File: config.mk
export PLATFORM = sky130hd
export DESIGN_NAME = crc8_frame_receiver_top
export DESIGN_NICKNAME = d
export VERILOG_FILES = /design/src/rtl/crcfr_pkg.sv /design/src/rtl/crcfr_parser.sv /design/src/rtl/crc8_frame_receiver_top.sv
export SDC_FILE = /design/constraint.sdc
export NUM_CORES = 1
export LEC_CHECK = 0
export BUFFER_PORTS_ARGS = -buffer_cell sky130_fd_sc_hd__buf_2
export CORE_ASPECT_RATIO = 0.6
export CORE_MARGIN = 5
export CORE_UTILIZATION = 40
export CTS_BUF_LIST = sky130_fd_sc_hd__clkbuf_16
export CTS_CLUSTER_DIAMETER = 60
export CTS_CLUSTER_SIZE = 10
export DETAILED_ROUTE_END_ITERATION = 7
export GPL_TIMING_DRIVEN = 0
export PLACE_DENSITY = 0.59
export SYNTH_ARGS = -nofsm -noshare
export SYNTH_HDL_FRONTEND = slang
export SYNTH_SLANG_ARGS = --single-unit
File: constraint.sdc
create_clock -name clock -period 5.65 [get_ports clock]
set_input_delay 1.13 -clock clock [delete_from_list [all_inputs] [get_ports clock]]
set_output_delay 1.13 -clock clock [all_outputs]
set_load 0.02 [all_outputs]
File: src/rtl/crcfr_pkg.sv
package crcfr_pkg;

   // parse phases
   localparam logic [2:0] PH_SYNC    = 3'd0;
   localparam logic [2:0] PH_START   = 3'd1;
   localparam logic [2:0] PH_LEN     = 3'd2;
   localparam logic [2:0] PH_LENCRC  = 3'd3;
   localparam logic [2:0] PH_DATA    = 3'd4;
   localparam logic [2:0] PH_DATACRC = 3'd5;

   // frame events
   localparam logic [2:0] EV_NONE     = 3'd0;
   localparam logic [2:0] EV_OK       = 3'd1;
   localparam logic [2:0] EV_BADSTART = 3'd2;
   localparam logic [2:0] EV_LENCRC   = 3'd3;
   localparam logic [2:0] EV_DATACRC  = 3'd4;

   // register indexes
   localparam logic CSR_SYNC_BYTE  = 1'b0;
   localparam logic CSR_START_BYTE = 1'b1;

   localparam logic [7:0] SYNC_BYTE_RESET  = 8'hFF;
   localparam logic [7:0] START_BYTE_RESET = 8'h02;
   localparam logic [7:0] CRC_POLY         = 8'h8C;

   typedef struct packed {
      logic       payload_valid;
      logic [7:0] payload_byte;
      logic [7:0] payload_index;
      logic [2:0] event_res;
      logic [7:0] frame_length;
   } result_type;

   // reflected CRC-8, one byte, LSB first
   function automatic logic [7:0] crc8_step(input logic [7:0] crc, input logic [7:0] b);
      logic [7:0] c;
      logic       fb;
      c = crc;
      for (int k = 0; k < 8; k++) begin
         fb = c[0] ^ b[k];
         c  = {1'b0, c[7:1]};
         if (fb) begin
            c = c ^ CRC_POLY;
         end
      end
      return c;
   endfunction

endpackage

File: src/rtl/crcfr_parser.sv
module crcfr_parser (
   input  logic                   clock,
   input  logic                   reset,
   input  logic                   step_en,
   input  logic [7:0]             rx_byte,
   input  logic [7:0]             sync_byte,
   input  logic [7:0]             start_byte,
   output crcfr_pkg::result_type  result
);
   import crcfr_pkg::*;

   logic [2:0] phase_ff, phase_in;
   logic [7:0] exp_len_ff, exp_len_in;
   logic [7:0] count_ff, count_in;
   logic [7:0] crc_ff, crc_in;
   logic [7:0] count_inc;

   assign count_inc = count_ff + 8'd1;

   always_comb begin
      phase_in   = phase_ff;
      exp_len_in = exp_len_ff;
      count_in   = count_ff;
      crc_in     = crc_ff;
      result     = '0;
      case (phase_ff)
         PH_START: begin
            if (rx_byte == start_byte) begin
               phase_in = PH_LEN;
            end else begin
               phase_in         = PH_SYNC;
               result.event_res = EV_BADSTART;
            end
         end
         PH_LEN: begin
            exp_len_in = rx_byte;
            phase_in   = PH_LENCRC;
         end
         PH_LENCRC: begin
            if (crc8_step(8'd0, exp_len_ff) == rx_byte) begin
               count_in = 8'd0;
               crc_in   = 8'd0;
               phase_in = (exp_len_ff == 8'd0) ? PH_DATACRC : PH_DATA;
            end else begin
               phase_in         = PH_SYNC;
               result.event_res = EV_LENCRC;
            end
         end
         PH_DATA: begin
            result.payload_valid = 1'b1;
            result.payload_byte  = rx_byte;
            result.payload_index = count_ff;
            crc_in               = crc8_step(crc_ff, rx_byte);
            count_in             = count_inc;
            if (count_inc == exp_len_ff) begin
               phase_in = PH_DATACRC;
            end
         end
         PH_DATACRC: begin
            phase_in = PH_SYNC;
            if (crc_ff == rx_byte) begin
               result.event_res    = EV_OK;
               result.frame_length = exp_len_ff;
            end else begin
               result.event_res = EV_DATACRC;
            end
         end
         default: begin
            // unused codes fall back to sync hunting
            phase_in = (rx_byte == sync_byte) ? PH_START : PH_SYNC;
         end
      endcase
   end

   always_ff @(posedge clock) begin
      if (reset) begin
         phase_ff   <= PH_SYNC;
         exp_len_ff <= 8'd0;
         count_ff   <= 8'd0;
         crc_ff     <= 8'd0;
      end else if (step_en) begin
         phase_ff   <= phase_in;
         exp_len_ff <= exp_len_in;
         count_ff   <= count_in;
         crc_ff     <= crc_in;
      end
   end

endmodule

File: src/rtl/crc8_frame_receiver_top.sv
// Framed byte receiver with CRC-8 checks.
// Input channel req_*: one received byte per item (req_rx_byte).
// Result channel rsp_*: exactly one result per input item, in order, giving
// the echoed payload byte with its index, a frame event and the frame length
// on a good frame.
// Configuration: csr_wr_en writes csr_wdata into the sync byte (index 0) or
// the start byte (index 1); write only while no item is in flight.
// Path: an accepted item waits in the input register, then passes the parser
// into the result register once that register is empty or being read.
// Throughput: one item per cycle while results are taken; the CRC update is a
// single unrolled byte step between the two registers.
// Reset: parser returns to sync hunting, running CRC and counters clear,
// sync byte 0xFF, start byte 0x02, both pipeline stages empty.
// Stall: while rsp_ready is low a held result stays put; the input register
// still takes one more item, then req_ready drops until the result moves.
module crc8_frame_receiver_top (
   input  logic       clock,
   input  logic       reset,
   input  logic       req_valid,
   output logic       req_ready,
   input  logic [7:0] req_rx_byte,
   output logic       rsp_valid,
   input  logic       rsp_ready,
   output logic       rsp_payload_valid,
   output logic [7:0] rsp_payload_byte,
   output logic [7:0] rsp_payload_index,
   output logic [2:0] rsp_event_res,
   output logic [7:0] rsp_frame_length,
   input  logic       csr_wr_en,
   input  logic       csr_index,
   input  logic [7:0] csr_wdata
);
   import crcfr_pkg::*;

   logic [7:0] sync_val_ff;
   logic [7:0] start_val_ff;
   logic       in_valid_ff;
   logic [7:0] in_byte_ff;
   logic       out_valid_ff;
   result_type out_ff;
   result_type step_result;
   logic       advance;

   always_ff @(posedge clock) begin
      if (reset) begin
         sync_val_ff  <= SYNC_BYTE_RESET;
         start_val_ff <= START_BYTE_RESET;
      end else if (csr_wr_en) begin
         if (csr_index == CSR_SYNC_BYTE) begin
            sync_val_ff <= csr_wdata;
         end else begin
            start_val_ff <= csr_wdata;
         end
      end
   end

   // move the held item into the result register when that slot frees up
   assign advance   = in_valid_ff && (!out_valid_ff || rsp_ready);
   assign req_ready = !in_valid_ff || advance;

   always_ff @(posedge clock) begin
      if (reset) begin
         in_valid_ff <= 1'b0;
      end else if (req_ready) begin
         in_valid_ff <= req_valid;
      end
   end

   always_ff @(posedge clock) begin
      if (req_valid && req_ready) begin
         in_byte_ff <= req_rx_byte;
      end
   end

   crcfr_parser u_parser (
      .clock      (clock),
      .reset      (reset),
      .step_en    (advance),
      .rx_byte    (in_byte_ff),
      .sync_byte  (sync_val_ff),
      .start_byte (start_val_ff),
      .result     (step_result)
   );

   always_ff @(posedge clock) begin
      if (reset) begin
         out_valid_ff <= 1'b0;
      end else if (advance) begin
         out_valid_ff <= 1'b1;
      end else if (rsp_ready) begin
         out_valid_ff <= 1'b0;
      end
   end

   always_ff @(posedge clock) begin
      if (advance) begin
         out_ff <= step_result;
      end
   end

   assign rsp_valid         = out_valid_ff;
   assign rsp_payload_valid = out_ff.payload_valid;
   assign rsp_payload_byte  = out_ff.payload_byte;
   assign rsp_payload_index = out_ff.payload_index;
   assign rsp_event_res     = out_ff.event_res;
   assign rsp_frame_length  = out_ff.frame_length;

`ifndef SYNTHESIS
   a_hold_input: assert property (@(posedge clock) disable iff (reset)
      in_valid_ff && !advance |=> in_valid_ff && $stable(in_byte_ff))
      else $error("input register lost a stalled item");

   a_payload_no_event: assert property (@(posedge clock) disable iff (reset)
      rsp_valid && rsp_payload_valid |-> rsp_event_res == EV_NONE)
      else $error("payload byte carries a frame event");

   a_length_only_ok: assert property (@(posedge clock) disable iff (reset)
      rsp_valid && rsp_event_res != EV_OK |-> rsp_frame_length == 8'd0)
      else $error("frame length reported without a good frame");

   a_advance_fills: assert property (@(posedge clock) disable iff (reset)
      advance |=> rsp_valid)
      else $error("advanced item did not reach the result register");
`endif

endmodule
# Yosys cells after proc, flatten, opt, wreduce, memory -nomap -nowiden
# Cells that the tools add are included.
# op_classes
add_sub_neg	1
n_eq_ne	12
n_mux	47
bitwise_logic	31
n_reduce_logical	15
# op_table
cell	n
$mux W8	32
$not A2 Y3	15
$eq A8 B8 Y1	5
$pmux W8 S2	2
$mux W17	1
$pmux W3 S5	1
$xor A1 B1 Y1	15
$reduce_and A2 Y1	5
$mux W3	3
$pmux W3 S3	1
$add A8 B1 Y8 const B	1
$logic_not A8 Y1	1
$eq A3 B2 Y1 const B	2
$eq A3 B3 Y1 const B	2
$mux W2	3
$mux W1	4
$ne A2 B1 Y1 const B	2
$reduce_bool A2 Y1	2
$eq A3 B1 Y1 const B	1
$reduce_and A3 Y1	1
$logic_and A1 B1 Y1	2
$logic_not A1 Y1	2
$logic_or A1 B1 Y1	2
$not A1 Y1	1
# totals
regBits	81
in_bits	22
wordCells	120

# Depth between registers and ports, before layout
# Gate-level depths: netlist of run 1.
# depth
depth_word	26
depth_mapped	10

# Hierarchy
# From an unflattened synthesis of run 1, not the netlist that was laid out.
# hier_totals
hier_cells	394
area_unflattened_um2	4119.0
# modules_own_cells
mod	n_inst	cells_each	area_per_inst_um2
crcfr_parser	1	276	2247.2
crc8_frame_receiver_top	1	118	1871.8

# Worst setup path after synthesis of run 1
# OpenSTA, ideal clock, no wires.
# synth_path
kind	in2reg
from	input port rsp_ready
to	register u_parser.count_ff[1]
setup_time_ns	0.060
arrival_ns	3.231
t_required_ns	5.590
slack_ns	2.359
stages	9
path_buffers	2
cell_sequence	nor2b_1 > nand2b_1 > clkinv_1 > and2_1 > buf_1 > a21o_4 > nor2_4 > buf_6 > a22o_1
# synth_between
elab_chain_len	3
# synth_lines
element	line	rtl
start: declaration	crc8_frame_receiver_top.sv:23	input logic rsp_ready,
$logic_or A1 B1 Y1	crc8_frame_receiver_top.sv:58	assign advance = in_valid_ff && (!out_valid_ff || rsp_ready);
$logic_and A1 B1 Y1	crc8_frame_receiver_top.sv:58	
named net advance	crc8_frame_receiver_top.sv:42	logic advance;
$reduce_and A3 Y1 (no source line)	--	
end signal: assignment	crcfr_parser.sv:84	count_ff <= count_in;
end: declaration	crcfr_parser.sv:14	logic [7:0] count_ff, count_in;
# The timed path passes the listed nets, and every way through them passes these cells.
# A chain may end at the register's enable or synchronous reset.

# Worst setup path in the final report of run 1
# layout_path
from	input port rsp_ready
to	register u_parser.count_ff[6]
# The elaborated chain is that of the path after synthesis.

==> results of run 1 <==
[cell type report]
cell class                      count  area, sq um
Buffer                             32          146
Clock buffer                        9          225
Clock inverter                      7         40.0
Fill cell                         947         5130
Inverter                            6         22.5
Multi-Input combinational cell    271         1840
Sequential cell                    81         1980
Tap cell                          135          169
Timing Repair Buffer               51          255
[placed cells by master (no fill, tap or decap), drive strengths merged, types with 5 or more instances in the layout]
cell,count
a21oi,17
clkbuf,32
xnor2,30
nor2,25
dfxtp,45
nor4,7
edfxtp,36
inv,6
a22o,8
and2,27
nand2,40
buf,60
mux2i,9
nand3,14
nor3,6
xor2,24
o21ai,5
nand3b,8
[cell families (layout without fill, tap and decap cells)]
logic type | count (synthesis) | count (layout) | share of synthesized area
buf+inv | 38 | 105 | 0.0424
fa+ha+maj | 2 | 2 | 0.00628
compound gates | 51 | 51 | 0.0917
mux | 10 | 10 | 0.0254
xor+xnor | 57 | 57 | 0.137
simple gates | 151 | 151 | 0.201
flops | 81 | 81 | 0.497
[power by group through the flow]
stage	Combinational (mW)	Sequential (mW)	Clock, mW
5_1_grt	0.122	0.639	0.562
4_1_cts	0.112	0.637	0.537
3_3_place_gp	0.110	0.649	0
2_1_floorplan	0.0671	0.659	0
6_report	0.111	0.637	0.520
3_5_place_dp	0.111	0.650	0
[how the worst min path moves through the flow]
stage	depth (start not counted)	slack, ps	startpoint	to
floorplan	1	450	u_parser.crc_ff[7]	u_parser.crc_ff[7]
global placement	2	460	start_val_ff[2]	start_val_ff[2]
detailed placement	2	460	start_val_ff[2]	start_val_ff[2]
CTS	2	470	start_val_ff[2]	start_val_ff[2]
global route	2	490	start_val_ff[3]	start_val_ff[3]
finish	2	470	start_val_ff[2]	start_val_ff[2]
[flip-flops by register name, summed over array words and instances, names as in the netlist, 3 cells and up]
name and flops:
in_byte_ff 8, u_parser.exp_len_ff 8, u_parser.crc_ff 8, rsp_event_res 3, sync_val_ff 8, u_parser.phase_ff 3
rsp_payload_byte 8, start_val_ff 8, u_parser.count_ff 8, rsp_frame_length 8, rsp_payload_index 8
[critical path: cells and delay by family]
family	cells	cell delay [ps]
buf+inv	3	1360
compound gates	2	360
simple gates	4	1360
[through the flow]
stage,hold slack (ps),std cells,setup WS (ps)
6_report,471,592,1670
5_1_grt,487,592,1390
4_1_cts,471,592,1670
3_5_place_dp,462,576,1320
3_3_place_gp,458,576,1410
2_1_floorplan,448,390,2360
[routing by layer]
| layer | vias to the layer above | part of all wire | global-route usage |
|---|---|---|---|
| li1 | 1481 | - | - |
| met1 | 1412 | 0.51 | 0.232 |
| met2 | 75 | 0.41 | 0.243 |
| met3 | 5 | 0.078 | 0.0554 |
| met4 | 0 | 0.0053 | 0.0515 |
| met5 | - | 0 | 0 |
==> reports/metrics.yaml, run 1 <==
status: "completed"
yosysTopAreaCell: "edfxtp_1"
cts_buffer_depth: 2
fmax_mhz: 251
drc: 0
synth-seq-area-share: 0.497
p_int_mw: 0.964
worstHoldPathType: "reg2reg"
grt_antenna_before_repair: 0
drive_gt1_frac: 0.173
timing.rr.start: "rsp_valid"
ant_nets: 0
cts_resized: 0
final.setup.tns_ps: 0
final_core_util: 0.477
cp-end-kind: "register"
die_w_um: 139
fin_crit_sh: 0.705
total_leakage_power_nw: 1.84
row_count: 28
cp.arrival_ps: 4210
dpl.hpwl_um: 6840
vias: 2973
clk_latency_ps: 340
synth_edf_count: 36
ys_top_cells_by_area: "edfxtp_1, dfxtp_1, xnor2_1, xor2_1, and2_1"
ys_warn_count: 0
avgSynthCellArea_sq_um: 10.2
grt_usage: 0.166
grt_pass1_wl_um: 15600
switching_share: 0.240
numCtsBuffers: 9
drt_iter0_markers: 224
syn2layout_area_growth_pct: 17.3
clock-sinks: 81
critPathMaxStageDelay_ps: 1000
postCtsHoldBufs: 0
place_area_sq_mm: 0.00441
grt_setup_unrepaired: "false"
hold_viol: 0
startpoint: "rsp_ready"
via_per_inst: 5.02
ir_drop_mv: 0.146
pwr-share-clk: 0.410
finalInstanceArea_sq_mm: 0.00468
r2r_end: "u_parser.count_ff[6]"
crit_chain: "buf_2 > nor2b_1 > nand2b_1 > clkinv_1 > nand2_1 > nor2_1 > clkbuf_1 > a21oi_1 > o21ba_1"
wl_per_cell_um: 16.0
finalSetupViolCount: 0
cap_violations: 0
fp.coreArea_sq_mm: 0.00981
netlist-cell-type-count: 52
switchingPower_mw: 0.304
cts_root_buf: "clkbuf_16"
clk_pin_slew_ps: 60
power_density_mw_per_mm2: 271
rr_worst_depth: 8
power_frac_seq: 0.502
synthTopCellsByCount: "dfxtp_1, nand2_1, edfxtp_1, xnor2_1, and2_1"
grt_max_degree: 35
chipHeight_um: 87.3
critPathMaxFanout: 34
cts_setup_buffers: 0
synth_top_cell_area_share: 0.271
total_power_mw: 1.27
period_needed_ps: 3980
gp_congestion: 0.802
synth_seq_cells: 81
async_reset_ff_frac: 0
critPathLaunchType: "input pin"
ys.flop_type: "dfxtp_1"
grt-ovfl-total: 0
slew_headroom: 0.204
comb_power_share: 0.088
cts_tree: "yes"
synthCells: 390
synth.most_common_cell: "dfxtp_1"
die_area_sq_mm: 0.0121
worstSetupPathType: "in2reg"
firstDrtPassIters: 4
diodes: 0
rrSetupSlack_ps: 2210
slew_violations: 0
start_util: 0.406
grt_pass1_vias: 2956
syn_nets: 414
h-tree-depth: 3
port_buffers: 51
tightest_slew_ps: 1190
nets: 476
wl_um: 9480
final.setup_skew_ps: 5.94
io_pins: 52
synth_area_sq_mm: 0.00399
critPathSlowestCell: "clkinv_1"
critPathCapture: "u_parser.count_ff[6]"
critPathRequiredTime_ps: 5880
Note: power is estimated with default switching activity, not from simulation.
==> inputs of run 2 (changes only) <==
- ABC_AREA: default -> 1
- PLACE_DENSITY: 0.59 -> 0.61
- clock period: 5.65 -> 3.3 ns (I/O delays scaled with it)
==> reports/metrics.yaml, run 2 <==
clk_latency_ps: 340
synthCells: 533
io_pins: 52
cts_buffer_depth: 2
cp.arrival_ps: 2610
synth.most_common_cell: "nand2_1"
critPathRequiredTime_ps: 3530
fill_cells: 1014
ys.flop_type: "dfxtp_1"
drive_gt1_frac: 0.185
cp-end-kind: "register"
finalWorstSetupSlack_ps: 918
synth_seq_cells: 81
slew_violations: 0
cts_setup_buffers: 0
firstDrtPassIters: 5
via_per_inst: 4.96
cts_tree: "yes"
die_w_um: 142
port_buffers: 51
drc: 0
crit_chain: "buf_2 > inv_1 > nand2_1 > nand2_1 > inv_1 > nand3_4 > buf_6 > o21ai_2 > inv_1"
netlist-cell-type-count: 37
critPathMaxStageDelay_ps: 980
grt_antenna_before_repair: 0
slew_headroom: 0.121
numCtsBuffers: 9
critPathSlowestCell: "inv_1"
cap_violations: 0
syn2layout_area_growth_pct: 17.4
synth_edf_count: 36
power_density_mw_per_mm2: 484
row_count: 28
dpl.hpwl_um: 8200
avgSynthCellArea_sq_um: 7.86
hold_viol: 0
wl_um: 10700
period_needed_ps: 2380
h-tree-depth: 3
ys_top_cells_by_area: "edfxtp_1, dfxtp_1, nand2_1, nand3_1, nor2_1"
status: "completed"
postCtsHoldBufs: 0
synth-seq-area-share: 0.473
critPathLaunchType: "input pin"
diodes: 0
final.setup_skew_ps: 6.51
chipHeight_um: 89.3
startpoint: "rsp_ready"
die_area_sq_mm: 0.0127
critPathMaxFanout: 33
finalSetupViolCount: 0
fmax_mhz: 420
grt_setup_unrepaired: "false"
multi_input_comb_area_sq_mm: 0.00189
clock-sinks: 81
vias: 3648
fp.coreArea_sq_mm: 0.0101
grt_pass1_vias: 3364
worstSetupPathType: "in2reg"
tightest_slew_ps: 1320
cts_root_buf: "clkbuf_16"
synth_area_sq_mm: 0.00419
wl_per_cell_um: 14.5
nets: 619
layout_common_cells: "nand2_1, nor2_1, buf_2, nand3_1, inv_1"
async_reset_ff_frac: 0
worstHoldPathType: "reg2reg"
timing.rr.start: "u_parser.exp_len_ff[0]"
grt_pass1_wl_um: 17300
total_leakage_power_nw: 2.13
cts_resized: 0
hold_start: "u_parser.crc_ff[6]"
fin_crit_sh: 0.722
ir_drop_mv: 0.272
drt_iter0_markers: 278
grt-ovfl-total: 0
pre_cts_ws_ps: 492
yosysTopAreaCell: "edfxtp_1"
syn_nets: 557
grt_max_degree: 34
gp_congestion: 0.916
ant_nets: 0
synth_top_cell_area_share: 0.258
cp_common_cell: "inv_1"
synthTopCellsByCount: "nand2_1, nor2_1, nand3_1, inv_1, dfxtp_1"
final_common_cell: "nand2_1"
final.setup.tns_ps: 0
register_area_sq_mm: 0.00198
clk_pin_slew_ps: 60
grt_usage: 0.178
start_util: 0.417
ys_warn_count: 0
[run 2: cells by family (layout without fill, tap and decap cells)]
family	count (synthesis)	after routing	share of synthesized area
AO/OA/AOI/OAI	50	50	0.0630
XOR/XNOR	31	31	0.0737
adder cells (fa/ha/maj)	2	2	0.00597
buffers and inverters	74	141	0.0758
flip-flops	81	81	0.473
AND/OR/NAND/NOR	295	295	0.309
[run 2: power breakdown]
group,switching (mW),internal (mW),leakage [nW]
Combinational,0.169,0.0914,1.27
Sequential,0.0208,1.09,0.713
Clock,0.418,0.593,0.144
[run 2: layer usage]
metal | global-route usage | up-vias | routed length [um]
li1 | - | 1847 | -
met1 | 0.278 | 1658 | 5720
met2 | 0.238 | 130 | 4010
met3 | 0.0476 | 13 | 852
met4 | 0.0462 | 0 | 108
met5 | 0 | - | 0
[run 2: path summary, 6_finish.rpt]
check,cells after the start,endpoint,slack [ps]
min reg2reg,2,u_parser.crc_ff[6],490
min,2,u_parser.crc_ff[6],490
max,9,u_parser.count_ff[0],920
max reg2reg,17,u_parser.count_ff[0],950
[run 2: critical path: cells and delay by family]
family	cells	cell delay [ps]
AO/OA/AOI/OAI	1	100
AND/OR/NAND/NOR	3	440
buffers and inverters	5	1390
[run 2: layout make-up]
class                   instances  share of cell area
flip-flops and latches         81               0.403
multi-input cells             378               0.385
repair buffers                 51              0.0519
clock buffers                   9              0.0458
inverters                      56              0.0432
well taps                     135              0.0343
plain buffers                  18              0.0214
clock inverters                 7              0.0160
[run 2: stage by stage]
step	util	hold WS [ps]	cell area, sq um	cells	power (mW)
3_5_place_dp	0.459	473	4620	719	1.39
5_1_grt	0.489	483	4920	735	2.48
2_1_floorplan	-	448	4190	533	1.31
6_report	0.489	485	4920	735	2.38
4_1_cts	0.489	478	4920	735	2.41
3_3_place_gp	0.459	463	4620	719	1.38
